File: src/rtl/core/mrop_pkg.sv
package mrop_pkg;

   localparam int MAX_RECTS  = 64;
   localparam int COORD_BITS = 16;
   localparam int FIELD_W    = 16;
   localparam int COUNT_W    = 7;
   localparam int STATUS_W   = 2;

   localparam int ADDR_W = (MAX_RECTS > 1) ? $clog2(MAX_RECTS) : 1;
   localparam int CNT_W  = $clog2(MAX_RECTS + 1);
   localparam int CAND_W = $clog2(2 * MAX_RECTS);

   localparam int REQ_DATA_W  = 4 * FIELD_W;
   localparam int RSP_USED_W  = 2 * FIELD_W + COUNT_W + STATUS_W;
   localparam int RSP_DATA_W  = ((RSP_USED_W + 7) / 8) * 8;

   localparam int ERR_OVERFLOW_BIT  = 0;
   localparam int ERR_MALFORMED_BIT = 1;

   typedef logic signed [COORD_BITS-1:0] coord_type;

   typedef enum logic [3:0] {
      S_IDLE,
      S_CHKN,
      S_LDX,
      S_CHKB,
      S_COUNT,
      S_UPDATE,
      S_NEXTB,
      S_NEXTA,
      S_DONE
   } step_type;

   typedef enum logic [3:0] {
      OP_ACCEPT,
      OP_NONE,
      OP_LOAD_X,
      OP_LOAD_Y,
      OP_COUNT,
      OP_UPDATE,
      OP_STEP_B,
      OP_STEP_A,
      OP_EMIT
   } op_type;

   typedef enum logic [2:0] {
      ADDR_A,
      ADDR_B,
      ADDR_C0,
      ADDR_CNEXT,
      ADDR_BNEXT,
      ADDR_ANEXT
   } addr_sel_type;

   typedef enum logic [2:0] {
      C_ALWAYS,
      C_START,
      C_EMPTY,
      C_COVER,
      C_C_LAST,
      C_B_LAST,
      C_A_LAST,
      C_OUT_FREE
   } cond_type;

   typedef struct packed {
      op_type       op;
      addr_sel_type addr_sel;
      cond_type     cond;
      step_type     jump;
      step_type     next;
   } uword_type;

   typedef struct packed {
      op_type       op;
      addr_sel_type addr_sel;
   } ctrl_type;

   typedef struct packed {
      logic start;
      logic empty;
      logic covered;
      logic c_last;
      logic b_last;
      logic a_last;
      logic out_free;
   } flags_type;

   // Control store: the jump target is taken when the condition holds,
   // otherwise the sequencer moves to the next field.
   function automatic uword_type ucode_rom(step_type step);
      uword_type word;
      unique case (step)
         S_IDLE:   word = '{OP_ACCEPT, ADDR_A,     C_START,    S_CHKN,   S_IDLE};
         S_CHKN:   word = '{OP_NONE,   ADDR_A,     C_EMPTY,    S_DONE,   S_LDX};
         S_LDX:    word = '{OP_LOAD_X, ADDR_B,     C_ALWAYS,   S_CHKB,   S_CHKB};
         S_CHKB:   word = '{OP_LOAD_Y, ADDR_C0,    C_COVER,    S_COUNT,  S_NEXTB};
         S_COUNT:  word = '{OP_COUNT,  ADDR_CNEXT, C_C_LAST,   S_UPDATE, S_COUNT};
         S_UPDATE: word = '{OP_UPDATE, ADDR_A,     C_ALWAYS,   S_NEXTB,  S_NEXTB};
         S_NEXTB:  word = '{OP_STEP_B, ADDR_BNEXT, C_B_LAST,   S_NEXTA,  S_CHKB};
         S_NEXTA:  word = '{OP_STEP_A, ADDR_ANEXT, C_A_LAST,   S_DONE,   S_LDX};
         S_DONE:   word = '{OP_EMIT,   ADDR_A,     C_OUT_FREE, S_IDLE,   S_DONE};
         default:  word = '{OP_NONE,   ADDR_A,     C_ALWAYS,   S_IDLE,   S_IDLE};
      endcase
      return word;
   endfunction

endpackage

File: src/rtl/core/mrop_seq.sv
module mrop_seq (
   input  logic                clock,
   input  logic                reset,
   input  mrop_pkg::flags_type flags,
   output mrop_pkg::ctrl_type  ctrl
);

   import mrop_pkg::*;

   step_type  step_ff;
   step_type  step_in;
   uword_type word;
   logic      taken;

   assign word = ucode_rom(step_ff);

   always_comb begin
      unique case (word.cond)
         C_ALWAYS:   taken = 1'b1;
         C_START:    taken = flags.start;
         C_EMPTY:    taken = flags.empty;
         C_COVER:    taken = flags.covered;
         C_C_LAST:   taken = flags.c_last;
         C_B_LAST:   taken = flags.b_last;
         C_A_LAST:   taken = flags.a_last;
         C_OUT_FREE: taken = flags.out_free;
         default:    taken = 1'b1;
      endcase
      step_in = taken ? word.jump : word.next;
   end

   always_comb begin
      ctrl.op       = word.op;
      ctrl.addr_sel = word.addr_sel;
   end

   always_ff @(posedge clock) begin
      if (reset) begin
         step_ff <= S_IDLE;
      end else begin
         step_ff <= step_in;
      end
   end

endmodule

File: config.mk
export PLATFORM = sky130hd
export DESIGN_NAME = mrop_seq
export DESIGN_NICKNAME = d
export VERILOG_FILES = /design/src/rtl/core/mrop_pkg.sv /design/src/rtl/core/mrop_seq.sv
export SDC_FILE = /design/constraint.sdc
export NUM_CORES = 1
export LEC_CHECK = 0
export ABC_CLOCK_PERIOD_IN_PS = 4800
export BUFFER_PORTS_ARGS = -buffer_cell sky130_fd_sc_hd__clkbuf_2
export CAP_MARGIN = 5
export CORE_MARGIN = 2
export CORE_UTILIZATION = 45
export CTS_CLUSTER_DIAMETER = 30
export CTS_CLUSTER_SIZE = 28
export DETAILED_ROUTE_END_ITERATION = 7
export GPL_TIMING_DRIVEN = 0
export PLACE_DENSITY = 0.7
export SYNTH_ARGS = -nofsm -noshare
export SYNTH_HDL_FRONTEND = slang
export SYNTH_SLANG_ARGS = --single-unit
export TNS_END_PERCENT = 20
File: constraint.sdc
create_clock -name clock -period 4.8 [get_ports clock]
set_input_delay 0 -clock clock [delete_from_list [all_inputs] [get_ports clock]]
set_output_delay 0 -clock clock [all_outputs]
set_load 0.05 [all_outputs]
==> impl_metrics.env, run 1 <==
export IMPL_status="finished, final reports clean"
export IMPL_vias_per_cell=4.885
export IMPL_endpoint="word[8]"
export IMPL_cp_max_fo=8
export IMPL_cts_root_buf="clkbuf_4"
export IMPL_ys_ff_latch=17
export IMPL_critPathTopFamily="multiplexers"
export IMPL_finalSetupViolCount=0
export IMPL_vias=635
export IMPL_dp_hpwl_um=1155
export IMPL_syn_inst=87
export IMPL_fmax_ghz=0.3683
export IMPL_hp_class="input port to register"
export IMPL_cp_data_required_time_ns=4.98
export IMPL_drv_cap=0
export IMPL_cts_resized=0
export IMPL_multiInputGateArea_um2=426.7
export IMPL_max_vdd_ir_drop_v=0.0003260
export IMPL_critPathMaxStageDelay_ns=0.58
export IMPL_drt_pass1_iterations=3
export IMPL_cp_startpoint="word[9]"
export IMPL_holdPathStages=2
export IMPL_cts_max_level=1
export IMPL_yosysTopAreaCell="dfxtp_1"
export IMPL_overflow=0
export IMPL_drtAntennaViolNets=0
export IMPL_area_growth_syn_to_layout_pct=15.12
export IMPL_end_kind="register"
export IMPL_cp_slowest_cell="a311oi_4"
export IMPL_clk_latency_ns=0.29
export IMPL_layout_drive_gt1_share_pct=34.29
export IMPL_core_um2=1745
export IMPL_ys_seq_area_share_pct=39.94
export IMPL_die_area_um2=2258
export IMPL_fill_cells=164
export IMPL_hold_buffers=0
export IMPL_powerDensity_nw_per_um2=576.5
export IMPL_cts_buffers=3
export IMPL_grt_pass1_vias=589
export IMPL_cts_setup_buffers=0
export IMPL_grt_max_degree=11
export IMPL_synth_top_area_share_pct=39.94
export IMPL_fin_crit_ns=2.715
export IMPL_r2r_end="word[8]"
export IMPL_clock_path_buffers=2
export IMPL_place_congestion=0.8052
export IMPL_grt_use_total_pct=14.71
export IMPL_worstPathCellList="mux2_2, a311oi_4, mux2i_1, nor2_1, inv_1, ha_1, inv_1, mux2i_1, o21ai_0"
export IMPL_clkTransAtPathRegs_ns=0.10
export IMPL_dr_first_iter_drc_count=9
export IMPL_io_pins=16
export IMPL_post_route_period_util_pct=56.57
export IMPL_io_buffers=14
export IMPL_crit_cells=9
export IMPL_die_width_um=47.52
export IMPL_start_util_pct=48.82
export IMPL_final_area_um2=980.9
export IMPL_ys_types=30
export IMPL_rsz0062_at_grt="false"
export IMPL_grt_pass1_wl_um=2263
export IMPL_cts_tree="yes"
export IMPL_worst_pin_slew_ns=0.5816
export IMPL_ys_warn_count=0
export IMPL_routedWlPerCell_um=11.44
export IMPL_finalSetupTns_ns=0
export IMPL_maxSlewHeadroom_pct=61.23
export IMPL_skew_ns=0.003671
export IMPL_synthesis_nets=101
export IMPL_crit_type="register to register"
export IMPL_drt_wl_total_um=1487
export IMPL_dieHeight_um=47.52
export IMPL_drc=0
export IMPL_hold_viol_final=0
export IMPL_seqCellArea_um2=340.3
export IMPL_largest_reg_flops=17
export IMPL_post_route_util_pct=56.20
export IMPL_reg2reg_slack_ns=2.08
export IMPL_r2r_start="word[9]"
export IMPL_leakagePower_nw=0.4397
export IMPL_reg2reg_depth=9
export IMPL_yosys_top_cells_area="dfxtp_1 (40%), mux2i_1 (8.2%), ha_1 (7.3%), buf_4 (6.2%), a311oi_4 (3.1%)"
export IMPL_antenna_found_initial=0
export IMPL_avgSynthCellArea_um2=9.794
export IMPL_path_buf_inv=2
export IMPL_num_rows=15
export IMPL_cts_sinks=17
export IMPL_startpoint_type="register"
export IMPL_dpl_cell_area_um2=953.4
export IMPL_syn_area_um2=852.1
export IMPL_place_ws_ns=2.074
export IMPL_p_total_mw=0.5655
export IMPL_cp_arrival_ns=2.90
export IMPL_fin_ws_ns=2.085
export IMPL_antennaDiodeCount=0
export IMPL_fin_nets=120
export IMPL_slew_violations=0
## kinds of logic after synthesis
kind of cell / Yosys count / share of synthesized area (%)
adders and majority gates: 5 / 7.342
buffers and inverters: 15 / 9.984
muxes: 10 / 12.48
AOI/OAI and AO/OA: 13 / 12.33
and+or+nand+nor: 27 / 17.92
DFF: 17 / 39.94
## synthesized netlist by cell type
| master | number |
|---|---|
| mux2i_2 | 1 |
| nor2_2 | 1 |
| a311oi_1 | 1 |
| a221oi_1 | 2 |
| or2_0 | 1 |
| o21ai_1 | 1 |
| nand3b_1 | 1 |
| mux2_2 | 2 |
| a311oi_4 | 1 |
| a211oi_1 | 2 |
| nor2b_1 | 1 |
| ha_1 | 5 |
| nor2_1 | 6 |
| nor3_2 | 1 |
| or2_2 | 1 |
| o31ai_1 | 1 |
| a21oi_1 | 4 |
| clkbuf_1 | 1 |
| nand2b_1 | 4 |
| buf_2 | 2 |
| inv_2 | 1 |
| inv_1 | 4 |
| nor4b_1 | 1 |
| nor3b_1 | 2 |
| dfxtp_1 | 17 |
| nand2_1 | 7 |
| nor3b_2 | 1 |
| buf_4 | 7 |
| mux2i_1 | 7 |
| o21ai_0 | 1 |
## power by group
part | switching, mW | leakage [nW] | internal, mW
Clock | 0.0458 | 0.0177 | 0.0310
Sequential | 0.0259 | 0.139 | 0.183
Combinational | 0.163 | 0.283 | 0.117
## worst min-delay path by stage
| stage | startpoint | to | slack (ns) |
|---|---|---|---|
| finish | reset | word[14] | 0.14 |
| global route | reset | word[14] | 0.18 |
| CTS | reset | word[14] | 0.14 |
| detailed placement | reset | word[14] | 0.46 |
| global placement | reset | word[14] | 0.45 |
| floorplan | reset | word[14] | 0.36 |
## layer usage
layer	share of wire, %	track usage (%)	vias up
met4	0.67	8.333	0
met2	50	27.03	14
met1	45	15.12	291
met5	0	0	-
met3	4.1	3.396	2
li1	-	-	328
## layout by cell type (no fill, tap or decap)
cell      Yosys  routed
clkbuf_2      0      14
mux2i_1       7       7
inv_1         4       4
o31ai_1       1       1
nand2b_1      4       4
ha_1          5       5
buf_4         7       7
o21ai_0       1       1
buf_2         2       2
inv_2         1       1
nor2_1        6       6
a21oi_1       4       4
a221oi_1      2       2
or2_2         1       1
a311oi_4      1       1
nor4b_1       1       1
nand3b_1      1       1
nor2b_1       1       1
nand2_1       7       7
clkinv_2      0       1
o21ai_1       1       1
nor2_2        1       1
clkbuf_1      1       1
mux2_2        2       2
dfxtp_1      17      17
nor3_2        1       1
a311oi_1      1       1
or2_0         1       1
a211oi_1      2       2
nor3b_1       2       2
nor3b_2       1       1
clkbuf_4      0       3
mux2i_2       1       1
## metrics by stage
stage	hold slack [ns]	cells
after floorplan	0.3570	87
after global placement	0.4481	126
after detailed placement	0.4562	126
final	0.1412	130
after CTS	0.1408	130
after global routing	0.1847	130
## area by class of cell
type | count | share of cell area [%]
multi-input combinational | 55 | 43.49
clock inverter | 1 | 0.5102
inverter | 5 | 1.913
buffer | 10 | 6.760
timing repair buffer | 14 | 7.143
sequential | 17 | 34.69
tap | 25 | 3.189
clock buffer | 3 | 2.296
No activity file was read; power rests on OpenSTA's default activity.
==> inputs of run 2 (changes only) <==
--- a/config.mk
+++ b/config.mk
@@ -5,7 +5,8 @@
 export SDC_FILE = /design/constraint.sdc
 export NUM_CORES = 1
 export LEC_CHECK = 0
-export ABC_CLOCK_PERIOD_IN_PS = 4800
+export ABC_AREA = 1
+export ABC_CLOCK_PERIOD_IN_PS = 2800
 export BUFFER_PORTS_ARGS = -buffer_cell sky130_fd_sc_hd__clkbuf_2
 export CAP_MARGIN = 5
 export CORE_MARGIN = 2
==> constraint.sdc (replaced) <==
create_clock -name clock -period 2.8 [get_ports clock]
set_input_delay 0 -clock clock [delete_from_list [all_inputs] [get_ports clock]]
set_output_delay 0 -clock clock [all_outputs]
set_load 0.05 [all_outputs]
==> run 2 against run 1 <==
Against the previous run:
- die area increased by 5.0%
- via count is 7.7% higher
- maximum frequency grew 48%
- synthesized area up 5.4%
- cell count increased by 21%
- largest cell class unchanged
- largest power group unchanged
==> impl_metrics.env, run 2 <==
export IMPL_startpoint_type="register"
export IMPL_hold_buffers=0
export IMPL_ys_ff_latch=17
export IMPL_area_growth_syn_to_layout_pct=15.18
export IMPL_finalSetupViolCount=0
export IMPL_leakagePower_nw=0.5523
export IMPL_largest_reg_flops=17
export IMPL_end_kind="register"
export IMPL_powerDensity_nw_per_um2=1254
export IMPL_synth_edff_count=0
export IMPL_cp_data_required_time_ns=3.00
export IMPL_antennaDiodeCount=0
export IMPL_synth_top_family_by_area="simple AND/OR/NAND/NOR gates"
export IMPL_skew_ns=0.002988
export IMPL_dr_first_iter_drc_count=7
export IMPL_post_route_util_pct=53.84
export IMPL_synthAdderAreaFrac_pct=6.964
export IMPL_synthArstFlopShare_pct=0
export IMPL_drtAntennaViolNets=0
export IMPL_routedWlPerCell_um=9.287
export IMPL_cts_resized=0
export IMPL_place_congestion=0.8125
export IMPL_rsz0062_at_grt="false"
export IMPL_ys_types=19
export IMPL_synth_compound_area_share_pct=2.786
export IMPL_dieHeight_um=48.68
export IMPL_maxSlewHeadroom_pct=81.53
export IMPL_clk_latency_ns=0.29
export IMPL_reg2reg_depth=11
export IMPL_synth_xor_area_share_pct=0
export IMPL_yosys_top_cells_area="dfxtp_1 (38%), nand2_1 (14%), ha_1 (7.0%), inv_1 (6.3%), buf_4 (5.8%)"
export IMPL_core_um2=1922
export IMPL_drt_pass1_iterations=4
export IMPL_cts_buffers=3
export IMPL_synthesis_nets=125
export IMPL_io_pins=16
export IMPL_clkTransAtPathRegs_ns=0.09
export IMPL_status="finished, final reports clean"
export IMPL_ys_warn_count=0
export IMPL_overflow=0
export IMPL_io_buffers=15
export IMPL_antenna_found_initial=0
export IMPL_fin_nets=145
export IMPL_layout_drive_gt1_share_pct=33.08
export IMPL_syn_inst=111
export IMPL_layout_cells_most_common="nand2_1"
export IMPL_cts_setup_buffers=0
export IMPL_dp_hpwl_um=1155
export IMPL_max_vdd_ir_drop_v=0.0005589
export IMPL_drt_wl_total_um=1458
export IMPL_fmax_ghz=0.5452
export IMPL_hold_viol_final=0
export IMPL_holdPathStages=4
export IMPL_muxShareOfSynthArea_pct=0
export IMPL_yosysTopAreaCell="dfxtp_1"
export IMPL_cts_max_level=1
export IMPL_finalSetupTns_ns=0
export IMPL_ys_seq_area_share_pct=37.88
export IMPL_num_rows=16
export IMPL_grt_pass1_vias=617
export IMPL_vias_per_cell=4.357
export IMPL_drc=0
export IMPL_syn_area_um2=898.4
export IMPL_clock_path_buffers=2
export IMPL_cts_root_buf="clkbuf_4"
export IMPL_avgSynthCellArea_um2=8.093
export IMPL_cts_tree="yes"
export IMPL_cts_sinks=17
export IMPL_cp_arrival_ns=2.03
export IMPL_die_width_um=48.68
export IMPL_vias=684
export IMPL_start_util_pct=46.74
export IMPL_synth_top_area_share_pct=37.88
export IMPL_crit_type="register to register"
export IMPL_grt_use_total_pct=14.01
export IMPL_hp_class="input port to register"
export IMPL_ys_top_cells_by_count="nand2_1 (33), dfxtp_1 (17), inv_1 (15)"
export IMPL_synth_flop_cell="dfxtp_1"
export IMPL_drv_cap=0
export IMPL_worst_pin_slew_ns=0.2783
export IMPL_fin_crit_ns=1.834
export IMPL_die_area_um2=2370
export IMPL_synthMostInstantiatedCell="nand2_1"
export IMPL_slew_violations=0
export IMPL_grt_pass1_wl_um=2504
export IMPL_grt_max_degree=11
export IMPL_layout_common_cells="nand2_1 (33), dfxtp_1 (17), inv_1 (15), clkbuf_2 (15), buf_4 (7)"
export IMPL_synthSimpleGateAreaFrac_pct=39.42
export IMPL_cp_max_fo=5
export IMPL_post_route_period_util_pct=65.51
==> run 2: worst max-delay path, cell delays in order (launching register included) <==
cell      delay [ns]
dfxtp_1         0.39
inv_1           0.08
nand3b_1        0.13
nand3_4         0.12
nand3_1         0.10
nand2_1         0.06
nor2_2          0.19
inv_1           0.14
ha_1            0.33
nand2_1         0.06
nand3_1         0.09
nand2_1         0.05
==> run 2: final cells by class <==
cell class,instances,area (um2)
clock buffers,3,22.52
repair buffers,15,75.07
multi-input cells,70,441.7
fillers,208,887.1
clock inverters,1,5.005
plain buffers,7,52.55
well taps,27,33.78
inverters,17,63.81
flip-flops and latches,17,340.3
==> run 2: logic make-up (layout without fill, tap and decap cells) <==
| logic type | after synthesis | count (layout) |
|---|---|---|
| and+or+nand+nor | 60 | 60 |
| AOI/OAI and AO/OA | 5 | 5 |
| buffers and inverters | 24 | 43 |
| DFF | 17 | 17 |
| adders and majority gates | 5 | 5 |
==> run 2: through the flow <==
step	setup WS [ns]	hold WS, ns	std cells	power (mW)	area (um2)
6_report	0.9657	0.1610	157	1.297	1035
5_1_grt	0.8043	0.1884	157	1.413	1035
4_1_cts	0.9501	0.1514	157	1.312	1035
3_5_place_dp	0.9649	0.4681	153	1.183	1007
3_3_place_gp	0.9788	0.4731	153	1.169	1007
2_1_floorplan	1.181	0.3243	111	1.051	898.4
==> run 2: power breakdown <==
part,leakage (nW),switching (mW),internal (mW)
combinational,0.394,0.524,0.265
sequential,0.141,0.0418,0.339
clock,0.0177,0.0746,0.0532
==> run 2: layer usage <==
metal / global-route usage (%) / share of wire [%]
met1: 16.57 / 47
met2: 22.60 / 46
met3: 2.778 / 3.8
met4: 10.00 / 3.0
met5: 0 / 0
==> run 2: final timing paths <==
path | slack [ns] | from | to
worst max-delay path | 0.97 | word[8] | word[8]
worst min-delay path | 0.16 | reset | word[7]
worst max register to register | 0.97 | word[8] | word[8]
worst min register to register | 0.64 | word[6] | word[7]
==> inputs of run 3 (changes only) <==
--- a/config.mk
+++ b/config.mk
@@ -6,7 +6,7 @@
 export NUM_CORES = 1
 export LEC_CHECK = 0
 export ABC_AREA = 1
-export ABC_CLOCK_PERIOD_IN_PS = 2800
+export ABC_CLOCK_PERIOD_IN_PS = 1900
 export BUFFER_PORTS_ARGS = -buffer_cell sky130_fd_sc_hd__clkbuf_2
 export CAP_MARGIN = 5
 export CORE_MARGIN = 2
==> constraint.sdc (replaced) <==
create_clock -name clock -period 1.9 [get_ports clock]
set_input_delay 0 -clock clock [delete_from_list [all_inputs] [get_ports clock]]
set_output_delay 0 -clock clock [all_outputs]
set_load 0.05 [all_outputs]
==> run 3 against run 2 <==
Against the previous run:
- sequential share of layout area shrank 0.87 points
- cell area grew 4.2%
- global-route usage is the same
- clock skew about the same
- non-clock buffer count up 4
- largest power group unchanged
- critical path depth increased by 1
- largest cell class unchanged
- register-to-register slack worse by 0.82 ns
- sequential power grew 49%
==> impl_metrics.env, run 3 (synthesized netlist as in run 2, its figures left out) <==
export IMPL_status="finished, final reports clean"
export IMPL_grt_max_degree=11
export IMPL_largest_reg_flops=17
export IMPL_io_buffers=15
export IMPL_layout_cells_most_common="nand2_1"
export IMPL_overflow=0
export IMPL_drt_pass1_iterations=4
export IMPL_vias=714
export IMPL_grt_use_total_pct=14.01
export IMPL_clk_latency_ns=0.30
export IMPL_antennaDiodeCount=0
export IMPL_power_switching_mw=0.9796
export IMPL_maxSlewHeadroom_pct=81.48
export IMPL_post_route_period_util_pct=92.27
export IMPL_dieHeight_um=48.68
export IMPL_clkTransAtPathRegs_ns=0.09
export IMPL_p_seq_share_pct=28.3
export IMPL_swShare_pct=48.75
export IMPL_start_util_pct=46.74
export IMPL_hold_viol_final=0
export IMPL_drv_cap=0
export IMPL_drt_wl_total_um=1594
export IMPL_slew_violations=0
export IMPL_grt_pass1_vias=617
export IMPL_fill_cells=199
export IMPL_reg2reg_depth=12
export IMPL_powerDensity_nw_per_um2=1863
export IMPL_finalSetupViolCount=0
export IMPL_power_frac_comb_pct=62.2
export IMPL_min_to="word[7]"
export IMPL_hold_buffers=0
export IMPL_clkPwrFrac_pct=9.5
export IMPL_rsz0062_at_grt="false"
export IMPL_layout_drive_gt1_share_pct=37.31
export IMPL_antenna_found_initial=0
export IMPL_worst_pin_slew_ns=0.2775
export IMPL_max_vdd_ir_drop_v=0.0008454
export IMPL_fin_nets=149
export IMPL_hp_class="input port to register"
export IMPL_layout_common_cells="nand2_1 (33), inv_1 (15), clkbuf_2 (15), dfxtp_1 (15), buf_4 (11)"
export IMPL_finalSetupTns_ns=0
export IMPL_dp_cells=153
export IMPL_die_width_um=48.68
export IMPL_fin_crit_ns=1.753
export IMPL_dp_hpwl_um=1155
export IMPL_hold_slack_ns=0.1731
export IMPL_routedWlPerCell_um=9.901
export IMPL_crit_type="register to register"
export IMPL_cp_arrival_ns=1.95
export IMPL_fmax_ghz=0.5704
export IMPL_holdPathStages=4
export IMPL_io_pins=16
export IMPL_cts_root_buf="clkbuf_4"
export IMPL_grt_pass1_wl_um=2504
export IMPL_cts_buffers=3
export IMPL_startpoint_type="register"
export IMPL_end_kind="register"
export IMPL_drc=0
export IMPL_leakagePower_nw=0.5744
export IMPL_worstHoldStart="reset"
export IMPL_drtAntennaViolNets=0
export IMPL_cts_sinks=17
export IMPL_area_growth_syn_to_layout_pct=20.06
export IMPL_cp_data_required_time_ns=2.10
export IMPL_r2r_end="word[8]"
export IMPL_clock_path_buffers=2
export IMPL_cts_max_level=1
export IMPL_die_area_um2=2370
export IMPL_cts_tree="yes"
export IMPL_core_um2=1922
export IMPL_dr_first_iter_drc_count=8
export IMPL_r2r_start="word[9]"
export IMPL_cp_max_fo=5
export IMPL_num_rows=16
export IMPL_vias_per_cell=4.435
export IMPL_final_cells=161
export IMPL_place_congestion=0.8125
export IMPL_reg2reg_slack_ns=0.15
export IMPL_skew_ns=0.002837
export IMPL_internal_power_mw=1.030
==> run 3: cell count changes in the layout (fill, tap and decap cells not counted), sizes merged <==
cell / change
buf: +4
==> run 3: final cells by class <==
| cell class | instances | area (um2) | share of cell area [%] |
|---|---|---|---|
| buffer | 7 | 52.55 | 4.872 |
| clock buffer | 3 | 22.52 | 2.088 |
| clock inverter | 1 | 5.005 | 0.4640 |
| inverter | 17 | 63.81 | 5.916 |
| multi-input combinational | 70 | 450.4 | 41.76 |
| sequential | 17 | 345.3 | 32.02 |
| tap | 27 | 33.78 | 3.132 |
| timing repair buffer | 19 | 105.1 | 9.745 |
==> run 3: repair_timing <==
action                                  CTS  global route
buffers inserted                          0             4
gates resized for setup                   0             5
endpoints found under the setup margin    0             3
==> run 3: how the worst max path moves through the flow <==
stage | startpoint | end | slack [ns]
3_3_place_gp | word[8] | word[8] | 0.08
5_1_grt | word[9] | word[8] | 0.002
6_report | word[9] | word[8] | 0.15
3_5_place_dp | word[8] | word[8] | 0.06
2_1_floorplan | word[8] | word[8] | 0.28
4_1_cts | word[8] | word[8] | 0.05
==> run 3: power groups by stage <==
stage	clock network [mW]	registers [mW]	logic, mW
global route	0.218	0.584	1.38
finish	0.191	0.568	1.25
floorplan	0	0.558	0.990
global placement	0	0.567	1.16
CTS	0.198	0.563	1.17
detailed placement	0	0.570	1.17
==> run 3: layer usage <==
layer	GRT usage, %	vias up	part of all wire (%)
li1	-	385	-
met1	16.57	312	44
met2	22.60	12	50
met3	2.778	5	2.8
met4	10.00	0	3.1
met5	0	-	0
==> run 3: worst max-delay path: stages (launching register included) <==
cell and delay (ns):
dfxtp_4 0.37, inv_2 0.06, nand2_1 0.06, nand3_2 0.08, nand3_4 0.10, nand3_1 0.10
nand2_1 0.08, nor2_4 0.16, inv_1 0.12, ha_1 0.33, nand2_1 0.06, nand3_1 0.09
nand2_1 0.05
==> run 3: metrics by stage <==
stage	utilization, %	setup slack [ns]	area, um2	total power, mW
2_1_floorplan	-	0.2813	898.4	1.548
3_3_place_gp	52.41	0.07881	1007	1.722
3_5_place_dp	52.41	0.06492	1007	1.743
4_1_cts	53.84	0.05006	1035	1.934
5_1_grt	56.12	0.002347	1079	2.183
6_report	56.12	0.1469	1079	2.010
